<file path="config.mk">
export PLATFORM = sky130hd
export DESIGN_NAME = detection_cluster_tracker_core
export DESIGN_NICKNAME = d
export VERILOG_FILES = /design/src/hdl/dct_pkg.sv /design/src/hdl/dct_ram.sv /design/src/hdl/dct_ctrl.sv /design/src/hdl/dct_datapath.sv /design/src/hdl/detection_cluster_tracker_core.sv
export SDC_FILE = /design/constraint.sdc
export NUM_CORES = 2
export LEC_CHECK = 0
export ABC_AREA = 1
export BUFFER_PORTS_ARGS = -buffer_cell sky130_fd_sc_hd__clkbuf_2
export CAP_MARGIN = 40
export CORE_MARGIN = 2
export CORE_UTILIZATION = 46
export DETAILED_ROUTE_END_ITERATION = 8
export MAX_ROUTING_LAYER = met4
export SYNTH_ARGS = -nofsm -noshare
export SYNTH_HDL_FRONTEND = slang
export SYNTH_HIERARCHICAL = 1
export SYNTH_SLANG_ARGS = --single-unit
</file>
<file path="constraint.sdc">
create_clock -name clk -period 11.8 [get_ports clk]
set_input_delay 1.18 -clock clk [delete_from_list [all_inputs] [get_ports clk]]
set_output_delay 1.18 -clock clk [all_outputs]
set_load 0.02 [all_outputs]
</file>
<file path="src/hdl/dct_pkg.sv">
// Shared types and constants for the detection cluster tracker.
// Holds the entry layout, the command and status bundles between controller
// and datapath. No dependencies.
`default_nettype none

package dct_pkg;

    localparam int NUM_FIELDS = 6;   // x, y, z, red, green, blue
    localparam int FIELD_W    = 16;
    localparam int HITS_W     = 16;
    localparam int ENTRY_W    = 3 * 16 + 3 * 8 + HITS_W;
    localparam int IN_DATA_W  = 72;
    localparam int OUT_DATA_W = 80;
    localparam int RES_W      = 78;  // marker id plus position and color
    localparam int DIV_STEPS  = 34;  // numerator magnitude bits
    localparam int SQ_LAST    = 3;

    typedef struct packed {
        logic load_det;
        logic cap_ent;
        logic sq_step;
        logic cmp_any;
        logic idx_clr;
        logic idx_inc;
        logic mul;
        logic div_init;
        logic div_step;
        logic div_end;
        logic wr_entry;
        logic set_drop;
        logic app_entry;
        logic pend_load;
        logic out_load_pend;
        logic out_load_fin;
    } dct_cmd_t;

    typedef struct packed {
        logic idx_end;
        logic match;
        logic any_match;
        logic full;
        logic confirmed;
        logic out_free;
        logic pend_valid;
        logic sq_last;
        logic div_last;
        logic field_last;
    } dct_sts_t;

endpackage

`default_nettype wire

</file>
<file path="src/hdl/dct_ram.sv">
// Generic single-port RAM with registered read.
// No dependencies.
`default_nettype none

module dct_ram #(
    parameter int WIDTH = 8,
    parameter int DEPTH = 16
) (
    input  wire logic                           clk,
    input  wire logic                           we,
    input  wire logic [$clog2(DEPTH > 1 ? DEPTH : 2)-1:0] addr,
    input  wire logic [WIDTH-1:0]               wdata,
    output logic      [WIDTH-1:0]               rdata
);

    logic [WIDTH-1:0] mem [0:DEPTH-1];

    always_ff @(posedge clk)
    begin
        if (we)
        begin
            mem[addr] <= wdata;
        end
        rdata <= mem[addr];
    end

endmodule

`default_nettype wire

</file>
<file path="src/hdl/dct_ctrl.sv">
// Controller state machine for the detection cluster tracker.
// Depends on dct_pkg for the command and status bundles.
`default_nettype none

module dct_ctrl
    import dct_pkg::*;
(
    input  wire logic     clk,
    input  wire logic     rst_n,
    input  wire logic     s_tvalid,
    output logic          s_tready,
    input  wire dct_sts_t sts,
    output dct_cmd_t      cmd
);

    localparam logic [3:0] S_IDLE = 4'd0;
    localparam logic [3:0] S_RD   = 4'd1;
    localparam logic [3:0] S_RDW  = 4'd2;
    localparam logic [3:0] S_SQ   = 4'd3;
    localparam logic [3:0] S_CMP  = 4'd4;
    localparam logic [3:0] S_MUL  = 4'd5;
    localparam logic [3:0] S_DVI  = 4'd6;
    localparam logic [3:0] S_DVS  = 4'd7;
    localparam logic [3:0] S_DVE  = 4'd8;
    localparam logic [3:0] S_WR   = 4'd9;
    localparam logic [3:0] S_CONF = 4'd10;
    localparam logic [3:0] S_PUSH = 4'd11;
    localparam logic [3:0] S_APP  = 4'd12;
    localparam logic [3:0] S_FIN  = 4'd13;

    logic [3:0] state_reg, state_next;
    logic       pass_reg, pass_next;

    always_ff @(posedge clk or negedge rst_n)
    begin
        if (!rst_n)
        begin
            state_reg <= S_IDLE;
            pass_reg  <= 1'b0;
        end
        else
        begin
            state_reg <= state_next;
            pass_reg  <= pass_next;
        end
    end

    assign s_tready = (state_reg == S_IDLE);

    always_comb
    begin
        state_next = state_reg;
        pass_next  = pass_reg;
        cmd        = '0;
        unique case (state_reg)
            S_IDLE:
            begin
                if (s_tvalid)
                begin
                    cmd.load_det = 1'b1;
                    pass_next    = 1'b0;
                    state_next   = S_RD;
                end
            end
            S_RD:
            begin
                if (!sts.idx_end)
                begin
                    state_next = S_RDW;
                end
                else if (!pass_reg)
                begin
                    // first pass done: drop decision is now known
                    cmd.set_drop = 1'b1;
                    cmd.idx_clr  = 1'b1;
                    pass_next    = 1'b1;
                end
                else if (!sts.any_match && !sts.full)
                begin
                    state_next = S_APP;
                end
                else
                begin
                    state_next = S_FIN;
                end
            end
            S_RDW:
            begin
                cmd.cap_ent = 1'b1;
                state_next  = S_SQ;
            end
            S_SQ:
            begin
                cmd.sq_step = 1'b1;
                if (sts.sq_last)
                begin
                    state_next = S_CMP;
                end
            end
            S_CMP:
            begin
                if (!pass_reg)
                begin
                    cmd.cmp_any = 1'b1;
                    cmd.idx_inc = 1'b1;
                    state_next  = S_RD;
                end
                else if (sts.match)
                begin
                    state_next = S_MUL;
                end
                else
                begin
                    state_next = S_CONF;
                end
            end
            S_MUL:
            begin
                cmd.mul    = 1'b1;
                state_next = S_DVI;
            end
            S_DVI:
            begin
                cmd.div_init = 1'b1;
                state_next   = S_DVS;
            end
            S_DVS:
            begin
                cmd.div_step = 1'b1;
                if (sts.div_last)
                begin
                    state_next = S_DVE;
                end
            end
            S_DVE:
            begin
                cmd.div_end = 1'b1;
                state_next  = sts.field_last ? S_WR : S_MUL;
            end
            S_WR:
            begin
                cmd.wr_entry = 1'b1;
                state_next   = S_CONF;
            end
            S_CONF:
            begin
                if (sts.confirmed && sts.pend_valid)
                begin
                    state_next = S_PUSH;
                end
                else
                begin
                    cmd.pend_load = sts.confirmed;
                    cmd.idx_inc   = 1'b1;
                    state_next    = S_RD;
                end
            end
            S_PUSH:
            begin
                if (sts.out_free)
                begin
                    cmd.out_load_pend = 1'b1;
                    cmd.pend_load     = 1'b1;
                    cmd.idx_inc       = 1'b1;
                    state_next        = S_RD;
                end
            end
            S_APP:
            begin
                cmd.app_entry = 1'b1;
                state_next    = S_FIN;
            end
            S_FIN:
            begin
                if (sts.out_free)
                begin
                    cmd.out_load_fin = 1'b1;
                    state_next       = S_IDLE;
                end
            end
            default:
            begin
                state_next = S_IDLE;
            end
        endcase
    end

endmodule

`default_nettype wire

</file>
<file path="src/hdl/dct_datapath.sv">
// Datapath for the detection cluster tracker: entry table, distance unit,
// running-mean multiply and bit-serial divider, result and output registers.
// Depends on dct_pkg and dct_ram.
`default_nettype none

module dct_datapath
    import dct_pkg::*;
#(
    parameter int TABLE_DEPTH = 16
) (
    input  wire logic                  clk,
    input  wire logic                  rst_n,
    input  wire dct_cmd_t              cmd,
    output dct_sts_t                   sts,
    input  wire logic [IN_DATA_W-1:0]  s_tdata,
    input  wire logic [11:0]           match_radius,
    input  wire logic [15:0]           confirm_count,
    output logic                       m_tvalid,
    input  wire logic                  m_tready,
    output logic [OUT_DATA_W-1:0]      m_tdata,
    output logic [1:0]                 m_tuser,
    output logic                       m_tlast
);

    localparam int IDX_W = (TABLE_DEPTH > 1) ? $clog2(TABLE_DEPTH) : 1;
    localparam int CNT_W = $clog2(TABLE_DEPTH + 1);
    localparam logic [CNT_W-1:0] DEPTH_C = CNT_W'(TABLE_DEPTH);

    logic signed [15:0] det_reg [0:NUM_FIELDS-1];
    logic signed [15:0] ent_reg [0:NUM_FIELDS-1];
    logic [HITS_W-1:0]  hits_reg;
    logic [CNT_W-1:0]   idx_reg, used_reg;
    logic               any_reg, drop_reg, match_reg;
    logic [1:0]         sq_cnt_reg;
    logic [31:0]        sq_reg;
    logic [33:0]        acc_reg;
    logic [23:0]        r2_reg;
    logic [2:0]         fsel_reg;
    logic signed [32:0] prod_reg;
    logic [16:0]        divisor_reg;
    logic [16:0]        rem_reg;
    logic [33:0]        quo_reg;
    logic               neg_reg;
    logic [5:0]         div_cnt_reg;
    logic [6:0]         mark_cnt_reg;
    logic               pend_valid_reg;
    logic [RES_W-1:0]   pend_reg;
    logic               out_valid_reg;
    logic [RES_W-1:0]   out_data_reg;
    logic [1:0]         out_user_reg;
    logic               out_last_reg;

    // ---------------- entry table ----------------
    logic               ram_we;
    logic [IDX_W-1:0]   ram_addr;
    logic [ENTRY_W-1:0] ram_wdata, ram_rdata;
    logic [HITS_W-1:0]  hits_sat;

    assign hits_sat = (hits_reg == '1) ? hits_reg : hits_reg + 1'b1;
    assign ram_we   = cmd.wr_entry | cmd.app_entry;
    assign ram_addr = cmd.app_entry ? used_reg[IDX_W-1:0] : idx_reg[IDX_W-1:0];

    always_comb
    begin
        if (cmd.app_entry)
        begin
            ram_wdata = {HITS_W'(1), det_reg[5][7:0], det_reg[4][7:0], det_reg[3][7:0],
                         det_reg[2], det_reg[1], det_reg[0]};
        end
        else
        begin
            ram_wdata = {hits_sat, ent_reg[5][7:0], ent_reg[4][7:0], ent_reg[3][7:0],
                         ent_reg[2], ent_reg[1], ent_reg[0]};
        end
    end

    dct_ram #(
        .WIDTH (ENTRY_W),
        .DEPTH (TABLE_DEPTH)
    ) u_table (
        .clk   (clk),
        .we    (ram_we),
        .addr  (ram_addr),
        .wdata (ram_wdata),
        .rdata (ram_rdata)
    );

    // ---------------- arithmetic ----------------
    logic [2:0]         sq_sel;
    logic signed [16:0] diff;
    logic signed [33:0] sq_full;
    logic signed [16:0] n_s;
    logic signed [32:0] prod_full;
    logic signed [33:0] num;
    logic [17:0]        shifted;
    logic [18:0]        trial;
    logic [33:0]        quo_signed;

    assign sq_sel    = {1'b0, sq_cnt_reg};
    assign diff      = 17'(ent_reg[sq_sel]) - 17'(det_reg[sq_sel]);
    assign sq_full   = 34'(diff) * 34'(diff);
    assign n_s       = {1'b0, hits_reg};
    assign prod_full = 33'(ent_reg[fsel_reg]) * 33'(n_s);
    assign num       = 34'(prod_reg) + 34'(det_reg[fsel_reg]);
    assign shifted   = {rem_reg, quo_reg[33]};
    assign trial     = {1'b0, shifted} - {2'b00, divisor_reg};
    assign quo_signed = neg_reg ? (~quo_reg + 1'b1) : quo_reg;

    always_ff @(posedge clk)
    begin
        r2_reg <= match_radius * match_radius;
        if (cmd.load_det)
        begin
            det_reg[0] <= s_tdata[15:0];
            det_reg[1] <= s_tdata[31:16];
            det_reg[2] <= s_tdata[47:32];
            det_reg[3] <= {8'h00, s_tdata[55:48]};
            det_reg[4] <= {8'h00, s_tdata[63:56]};
            det_reg[5] <= {8'h00, s_tdata[71:64]};
        end
        if (cmd.cap_ent)
        begin
            ent_reg[0] <= ram_rdata[15:0];
            ent_reg[1] <= ram_rdata[31:16];
            ent_reg[2] <= ram_rdata[47:32];
            ent_reg[3] <= {8'h00, ram_rdata[55:48]};
            ent_reg[4] <= {8'h00, ram_rdata[63:56]};
            ent_reg[5] <= {8'h00, ram_rdata[71:64]};
            hits_reg   <= ram_rdata[87:72];
            acc_reg    <= '0;
        end
        else if (cmd.sq_step && sq_cnt_reg != 2'd0)
        begin
            acc_reg <= acc_reg + 34'(sq_reg);
        end
        if (cmd.sq_step)
        begin
            sq_reg <= sq_full[31:0];
        end
        if (cmd.mul)
        begin
            prod_reg    <= prod_full;
            divisor_reg <= 17'(hits_reg) + 17'd1;
        end
        if (cmd.div_init)
        begin
            neg_reg <= num[33];
            quo_reg <= num[33] ? 34'(-num) : 34'(num);
            rem_reg <= '0;
        end
        else if (cmd.div_step)
        begin
            if (!trial[18])
            begin
                rem_reg <= trial[16:0];
                quo_reg <= {quo_reg[32:0], 1'b1};
            end
            else
            begin
                rem_reg <= shifted[16:0];
                quo_reg <= {quo_reg[32:0], 1'b0};
            end
        end
        if (cmd.div_end)
        begin
            ent_reg[fsel_reg] <= quo_signed[15:0];
        end
        if (cmd.wr_entry)
        begin
            hits_reg <= hits_sat;
        end
        if (cmd.pend_load)
        begin
            pend_reg <= {ent_reg[5][7:0], ent_reg[4][7:0], ent_reg[3][7:0],
                         ent_reg[2], ent_reg[1], ent_reg[0], mark_cnt_reg[5:0]};
        end
        if (cmd.out_load_pend)
        begin
            out_data_reg <= pend_reg;
            out_user_reg <= {drop_reg, 1'b0};
            out_last_reg <= 1'b0;
        end
        else if (cmd.out_load_fin)
        begin
            out_data_reg <= pend_valid_reg ? pend_reg : '0;
            out_user_reg <= {drop_reg, ~pend_valid_reg};
            out_last_reg <= 1'b1;
        end
    end

    // ---------------- control counters and flags ----------------
    always_ff @(posedge clk or negedge rst_n)
    begin
        if (!rst_n)
        begin
            used_reg       <= '0;
            idx_reg        <= '0;
            any_reg        <= 1'b0;
            drop_reg       <= 1'b0;
            match_reg      <= 1'b0;
            sq_cnt_reg     <= '0;
            fsel_reg       <= '0;
            div_cnt_reg    <= '0;
            mark_cnt_reg   <= '0;
            pend_valid_reg <= 1'b0;
            out_valid_reg  <= 1'b0;
        end
        else
        begin
            if (cmd.load_det)
            begin
                idx_reg        <= '0;
                any_reg        <= 1'b0;
                mark_cnt_reg   <= '0;
                pend_valid_reg <= 1'b0;
            end
            if (cmd.idx_clr)
            begin
                idx_reg <= '0;
            end
            else if (cmd.idx_inc)
            begin
                idx_reg <= idx_reg + 1'b1;
            end
            if (cmd.cap_ent)
            begin
                sq_cnt_reg <= '0;
                fsel_reg   <= '0;
            end
            else if (cmd.sq_step)
            begin
                sq_cnt_reg <= sq_cnt_reg + 1'b1;
            end
            // last accumulate lands with the compare cycle
            if (cmd.sq_step && sq_cnt_reg == 2'(SQ_LAST))
            begin
                match_reg <= (acc_reg + 34'(sq_reg)) < 34'(r2_reg);
            end
            if (cmd.cmp_any && match_reg)
            begin
                any_reg <= 1'b1;
            end
            if (cmd.set_drop)
            begin
                drop_reg <= ~any_reg & (used_reg == DEPTH_C);
            end
            if (cmd.div_init)
            begin
                div_cnt_reg <= '0;
            end
            else if (cmd.div_step)
            begin
                div_cnt_reg <= div_cnt_reg + 1'b1;
            end
            if (cmd.div_end)
            begin
                fsel_reg <= fsel_reg + 1'b1;
            end
            if (cmd.app_entry)
            begin
                used_reg <= used_reg + 1'b1;
            end
            if (cmd.pend_load)
            begin
                pend_valid_reg <= 1'b1;
                mark_cnt_reg   <= mark_cnt_reg + 1'b1;
            end
            else if (cmd.out_load_fin)
            begin
                pend_valid_reg <= 1'b0;
            end
            if (cmd.out_load_pend || cmd.out_load_fin)
            begin
                out_valid_reg <= 1'b1;
            end
            else if (m_tready)
            begin
                out_valid_reg <= 1'b0;
            end
        end
    end

    assign sts.idx_end    = (idx_reg == used_reg);
    assign sts.match      = match_reg;
    assign sts.any_match  = any_reg;
    assign sts.full       = (used_reg == DEPTH_C);
    assign sts.confirmed  = (hits_reg >= confirm_count);
    assign sts.out_free   = ~out_valid_reg | m_tready;
    assign sts.pend_valid = pend_valid_reg;
    assign sts.sq_last    = (sq_cnt_reg == 2'(SQ_LAST));
    assign sts.div_last   = (div_cnt_reg == 6'(DIV_STEPS - 1));
    assign sts.field_last = (fsel_reg == 3'(NUM_FIELDS - 1));

    assign m_tvalid = out_valid_reg;
    assign m_tdata  = {2'b00, out_data_reg};
    assign m_tuser  = out_user_reg;
    assign m_tlast  = out_last_reg;

endmodule

`default_nettype wire

</file>
<file path="src/hdl/detection_cluster_tracker_core.sv">
// Detection cluster tracker: leader clustering with a truncated running mean.
// Each detection walks the table twice: the first pass settles the drop flag, the second
// updates each matching entry one field at a time through the divider and pushes confirmed
// results ahead of the last; a detection that matched nothing is appended if there is room.
// Throughput: one detection at a time; s_tready is high only while idle.
// Reset (rst_n, async low) empties the table, restores match_radius 500, confirm_count 3.
`default_nettype none

module detection_cluster_tracker_core
    import dct_pkg::*;
#(
    parameter int TABLE_DEPTH = 16
) (
    input  wire logic                  clk,
    input  wire logic                  rst_n,
    // slave side: pos_x[15:0], pos_y[31:16], pos_z[47:32],
    // red_in[55:48], green_in[63:56], blue_in[71:64]
    input  wire logic                  s_tvalid,
    output logic                       s_tready,
    input  wire logic [IN_DATA_W-1:0]  s_tdata,
    // master side: marker_id[5:0], out_x[21:6], out_y[37:22], out_z[53:38],
    // out_red[61:54], out_green[69:62], out_blue[77:70], zero fill [79:78]
    output logic                       m_tvalid,
    input  wire logic                  m_tready,
    output logic [OUT_DATA_W-1:0]      m_tdata,
    // no_marker[0], dropped[1]
    output logic [1:0]                 m_tuser,
    // last_marker
    output logic                       m_tlast,
    // configuration: match_radius at 0x0, confirm_count at 0x4
    input  wire logic                  psel,
    input  wire logic                  penable,
    input  wire logic                  pwrite,
    input  wire logic [2:0]            paddr,
    input  wire logic [31:0]           pwdata,
    output logic [31:0]                prdata,
    output logic                       pready
);

    logic [11:0] match_radius_reg;
    logic [15:0] confirm_count_reg;
    logic        cfg_wr;

    dct_cmd_t cmd;
    dct_sts_t sts;

    // Register write completes on the access cycle; pready is tied high.
    assign pready = 1'b1;
    assign cfg_wr = psel & penable & pwrite;

    always_ff @(posedge clk or negedge rst_n)
    begin
        if (!rst_n)
        begin
            match_radius_reg  <= 12'd500;
            confirm_count_reg <= 16'd3;
        end
        else if (cfg_wr)
        begin
            // word select on bit 2; lower address bits ignored
            if (paddr[2])
            begin
                confirm_count_reg <= pwdata[15:0];
            end
            else
            begin
                match_radius_reg <= pwdata[11:0];
            end
        end
    end

    assign prdata = paddr[2] ? {16'h0000, confirm_count_reg} : {20'h00000, match_radius_reg};

    // Controller sequences the walk; datapath holds the table and arithmetic.
    dct_ctrl u_ctrl (
        .clk      (clk),
        .rst_n    (rst_n),
        .s_tvalid (s_tvalid),
        .s_tready (s_tready),
        .sts      (sts),
        .cmd      (cmd)
    );

    dct_datapath #(
        .TABLE_DEPTH (TABLE_DEPTH)
    ) u_datapath (
        .clk           (clk),
        .rst_n         (rst_n),
        .cmd           (cmd),
        .sts           (sts),
        .s_tdata       (s_tdata),
        .match_radius  (match_radius_reg),
        .confirm_count (confirm_count_reg),
        .m_tvalid      (m_tvalid),
        .m_tready      (m_tready),
        .m_tdata       (m_tdata),
        .m_tuser       (m_tuser),
        .m_tlast       (m_tlast)
    );

endmodule

`default_nettype wire
</file>
-- Word level (Yosys, flattened, before mapping)
Memories as Yosys holds them, arrays and structs flattened. A register that Yosys moved wholly into a read port is not among the register bits.
Index checks and enable logic that the tools add are counted.
Widths: inputs -> output; s select.
- $mul: 3
- shift-type cells: 0
- equality and inequality tests: 26
- add/subtract/negate cells: 14
- divide/modulo/power cells: 0
- bitwise operators: 10
- $lt $le $gt $ge: 2
- reductions and logical operators: 26
- muxes and demuxes: 83
- operators with widths (kind ; number):
    $mux 78 ; 3
    $mux 34 ; 3
    $mux 16 ; 6
    $mux 88 ; 1
    $pmux 4 s14 ; 1
    $mux 4 ; 12
    $mux 1 ; 38
    $add 33x16->34 ; 1
    $add 34x32->34 ; 1
    $lt 34x24->1 ; 1
    $neg 34->34 ; 1
    $mul 16x17->33 ; 1
    $add 16x1->16 const B ; 2
    $mul 17x17->32 ; 1
    $eq 4x4->1 const B ; 6
    $mul 12x12->24 ; 1
    $reduce_bool 2->1 ; 10
    $sub 18x17->19 ; 1
    $add 16x1->17 const B ; 1
    $mux 17 ; 1
    $sub 16x16->17 ; 1
    $eq 16x16->1 const B ; 1
    $eq 4x3->1 const B ; 4
    $ge 16x16->1 ; 1
    other kinds (35) ; 65
- register bits: 433
- output and inout port bits: 118
- latch bits: 0
- memories: 3
- bits in writable memories: 1600
- word-level logic and storage cells: 196
- input bits: 114
- bits in read-only memories: 0
- memory list (name ; words ; width ; rd ports ; clocked after Yosys merged registers in ; wr ports ; RTL line ; RTL):
    u_datapath.u_table.mem ; 16 ; 88 ; 1 ; 1 ; 1 ; dct_ram.sv:16 ; logic [WIDTH-1:0] mem [0:DEPTH-1];
    u_datapath.det_reg ; 6 ; 16 ; 8 ; 0 ; 6 ; dct_datapath.sv:29 ; logic signed [15:0] det_reg [0:NUM_FIELDS-1];
    u_datapath.ent_reg ; 6 ; 16 ; 8 ; 0 ; 6 ; dct_datapath.sv:30 ; logic signed [15:0] ent_reg [0:NUM_FIELDS-1];

-- Logic depth before layout (Yosys ltp)
- depth in word-level cells: 7
- depth in mapped cells: 45
- depth with buffers taken out: 42

-- Modules after synthesis
Netlist, hierarchy kept.
- modules (own cells, without submodules) (module ; area an instance (um2) ; cells an instance ; seq. area each (um2) ; instances):
    dct_ram ; 60610.6 ; 5758 ; 44042.2 ; 1
    dct_datapath ; 54855.1 ; 6538 ; 17006.3 ; 1
    detection_cluster_tracker_core ; 1455.1 ; 191 ; 710.7 ; 1
    dct_ctrl ; 638.1 ; 125 ; 125.1 ; 1

-- Worst setup path before layout
Ideal clock, no wire load.
- path kind: register -> register
- from: register u_datapath.hits_reg[0]
- to: register u_datapath.mark_cnt_reg[5]
- arrival: 8711 ps
- data required time: 11680 ps
- path slack: 2969 ps
- clock period less this slack: 8831 ps
- cell stages (with the launch flop): 17
- library setup time: 120 ps
- path buffers: 1
- cell sequence: edfxtp_1 > inv_2 > clkbuf_1 > ha_1 > inv_1 > a21oi_1 > o21a_1 > o221ai_1 > nand2_1 > o2111ai_1 > inv_1 > o31ai_1 > inv_1 > nor2_1 > nand3_1 > o21ai_0 > inv_1
- RTL lines (what ; RTL line ; RTL):
    start: declaration ; dct_datapath.sv:31 ; logic [HITS_W-1:0] hits_reg;
    start signal: assignment ; dct_datapath.sv:129 ; hits_reg <= ram_rdata[87:72];
    start signal: assignment ; dct_datapath.sv:170 ; hits_reg <= hits_sat;
    end signal: assignment ; dct_datapath.sv:266 ; mark_cnt_reg <= mark_cnt_reg + 1'b1;
    end: declaration ; dct_datapath.sv:45 ; logic [6:0] mark_cnt_reg;

-- Worst setup path in the final report
- from: register u_datapath.sq_cnt_reg[1]
- to: register u_datapath.sq_reg[28] (data pin)
- word-level cells in the longest chain between the ends: 3
- elaborated cells on any way between the ends: 4
- those cells by class: add/sub: 1; mul: 1; memory: 2
- ends and longest elaborated chain (what ; RTL line ; RTL):
    start: declaration ; dct_datapath.sv:34 ; logic [1:0] sq_cnt_reg;
    start signal: assignment ; dct_datapath.sv:232 ; sq_cnt_reg <= sq_cnt_reg + 1'b1;
    $mem_v2 6x16 (on tied branches) ; n/a ;
    $sub 16x16->17 (*) ; dct_datapath.sv:100 ; assign diff = 17'(ent_reg[sq_sel]) - 17'(det_reg[sq_sel]);
    $mul 17x17->32 (*) ; dct_datapath.sv:101 ; assign sq_full = 34'(diff) * 34'(diff);
    via u_datapath.sq_full[28] ; dct_datapath.sv:91 ; logic signed [33:0] sq_full;
    end signal: assignment ; dct_datapath.sv:138 ; sq_reg <= sq_full[31:0];
    end: declaration ; dct_datapath.sv:35 ; logic [31:0] sq_reg;
Mark *: on every way through the listed nets, which the timed path passes. The rest lies on a longest branch.
A chain may end at the register's enable or synchronous reset.

==> results.ini <==
[sta]
clock_skew_ns = 0.1046
min_period_ns = 10.13
max_slew_margin_pct = 10.56
hold_viol = 0
fmax_ghz = 0.09874
finalSetupViolCount = 0
grt_setup_unrepaired = no
worst_slew_pin_slew_ns = 1.342
drv_slew = 0
final.period_utilization_pct = 85.83
hold_ws_ns = 0.08022
setup_tns_ns = 0

[worst_setup_path]
crit_top_cell = inv_1
slowest_delay_ns = 0.85
reg2reg_from = u_datapath/sq_cnt_reg[1]
r2r_setup_slack_ns = 1.67
crit_fanout = 29
cp_data_required_time_ns = 12.40
rr_endpoint = u_datapath/sq_reg[28]
slowest_stage = dfrtp_1
startpoint_type = flop
crit_type = reg2reg
crit_path_end_kind = flop
cp.arrival_ns = 10.73
rr_worst_depth = 33

[detailed_routing]
routedWlPerCell_um = 21.48
vias_per_cell = 5.188
drc = 0
drt-total-wl_mm = 351.3
drtPass1Iterations = 6
drt_iter0_drc = 8090
ant_nets = 0
vias = 84850

[synth]
yosys.area.top_type_share_pct = 48.46
yosysMostFrequentCell = nand2_1
synth.distinct_cells = 68
yosysWarningCount = 6
netlist_area_sq_um = 117600
synth_seq_cells = 2126
async_flop_share_pct = 3.057
synth_edf_count = 1897
yosys.area.top_type = edfxtp_1
synth_flop_cell = edfxtp_1
syn-instance-count = 12612
synth-seq-area-share_pct = 52.64
synthTopCellsByArea = edfxtp_1 (48%), nand2_1 (17%), fa_1 (9.1%)
synthTopCellsByCount = nand2_1 (5212), edfxtp_1 (1897), inv_1 (1552)
syn-mean-instance-area_sq_um = 9.321

[floorplanning]
coreArea_sq_um = 254200
dieArea_sq_um = 259600
dieHeight_um = 509.5
start_util_pct = 46.25
rows = 185
die_width_um = 509.5
pin_count = 232

[clocking]
postCtsSetupRepairBufs = 0
cts-htree-levels = 4
clkTransAtPathRegs_ns = 0.07
root_buffer = clkbuf_16
insertion_delay_ns = 0.94
cts_num_sinks = 2126
cts_made_buffers = 221
postCtsHoldBufs = 0
cts_tree = built
postCtsResizedCells = 0
cts_buffer_depth = 3

[final_layout]
largest_reg_flops = 1408
syn_to_final_growth_pct = 11.08
layout-drive-gt1-share_pct = 6.963
fin_nets = 13840

[global_route]
grt_pass1_vias = 81536
antenna_found_initial = 18
track_usage_pct = 27.73
grt_pass1_wl_mm = 519.5
overflow = 0
grt_max_degree = 195

[place]
routabilityCongestion = 1.066
port_buffers = 194
dp_hpwl_mm = 235.2

[outcome]
status = completed

[flow_run]
drv_cap = 0

[min_path]
hp-class = in2async

how the worst max path moves through the flow:
stage	startpoint	end	slack (ns)	cells after the start
global placement	u_datapath/sq_cnt_reg[1]	u_datapath/sq_reg[28]	1.90	35
floorplan	u_datapath/hits_reg[0]	u_datapath/mark_cnt_reg[5]	2.97	16
CTS	u_datapath/sq_cnt_reg[1]	u_datapath/sq_reg[28]	1.84	33
global route	u_datapath/sq_cnt_reg[1]	u_datapath/sq_reg[28]	1.14	35
finish	u_datapath/sq_cnt_reg[1]	u_datapath/sq_reg[28]	1.67	33
detailed placement	u_datapath/sq_cnt_reg[1]	u_datapath/sq_reg[28]	1.89	35
logic make-up after synthesis:
family / Yosys count / synth area share (%)
compound gates: 908 / 4.185
xor+xnor: 195 / 1.488
fa+ha+maj: 942 / 13.42
buf+inv: 2069 / 7.192
flops: 2126 / 52.64
mux: 2 / 0.01916
other cells: 3 / 0.009578
simple gates: 6367 / 21.04
cells in the final DEF (no fill, tap or decap), types with 135 or more instances in the layout:
cell type,netlist,routed
a21oi_1,291,291
buf_4,32,167
clkbuf_16,0,221
clkbuf_2,0,193
dfxtp_1,164,164
edfxtp_1,1897,1897
fa_1,532,532
ha_1,410,410
inv_1,1552,1546
nand2_1,5212,5212
nand3_1,180,180
nor2_1,754,733
o21ai_0,447,413
xor2_1,136,135
layer usage:
layer | track usage [%] | wire length [um]
met4 | 10.36 | 14480
met5 | - | 0
met2 | 43.62 | 164400
met3 | 3.555 | 23090
met1 | 36.88 | 149300
worst max-delay path: cells and delay by family, from the launching register on:
kind	cells	cell delay, ns
buffers and inverters	7	1.33
adder cells (fa/ha/maj)	8	3.82
flip-flops	1	0.85
AO/OA/AOI/OAI	9	1.95
AND/OR/NAND/NOR	9	1.88
per-stage QoR:
step           setup WS, ns  cell area (sq um)  std cells  util [%]
3_5_place_dp          1.885             123000      15925     48.38
6_report              1.672             130600      16355     51.38
4_1_cts               1.841             130500      16347     51.36
5_1_grt               1.145             130600      16351     51.37
3_3_place_gp          1.898             121900      15865     47.98
2_1_floorplan         2.969             117600      12628         -
layout make-up:
class | count | area [sq um]
fillers | 23050 | 123600
flip-flops and latches | 2126 | 61890
multi-input cells | 8433 | 47480
clock buffers | 300 | 6051
inverters | 1582 | 5963
well taps | 3366 | 4212
repair buffers | 420 | 3445
clock inverters | 122 | 1523
diodes | 6 | 15.01
Power is left out: the tool's default activity adds up to more than one toggle a clock period on the data nets, which glitch-free logic cannot reach.
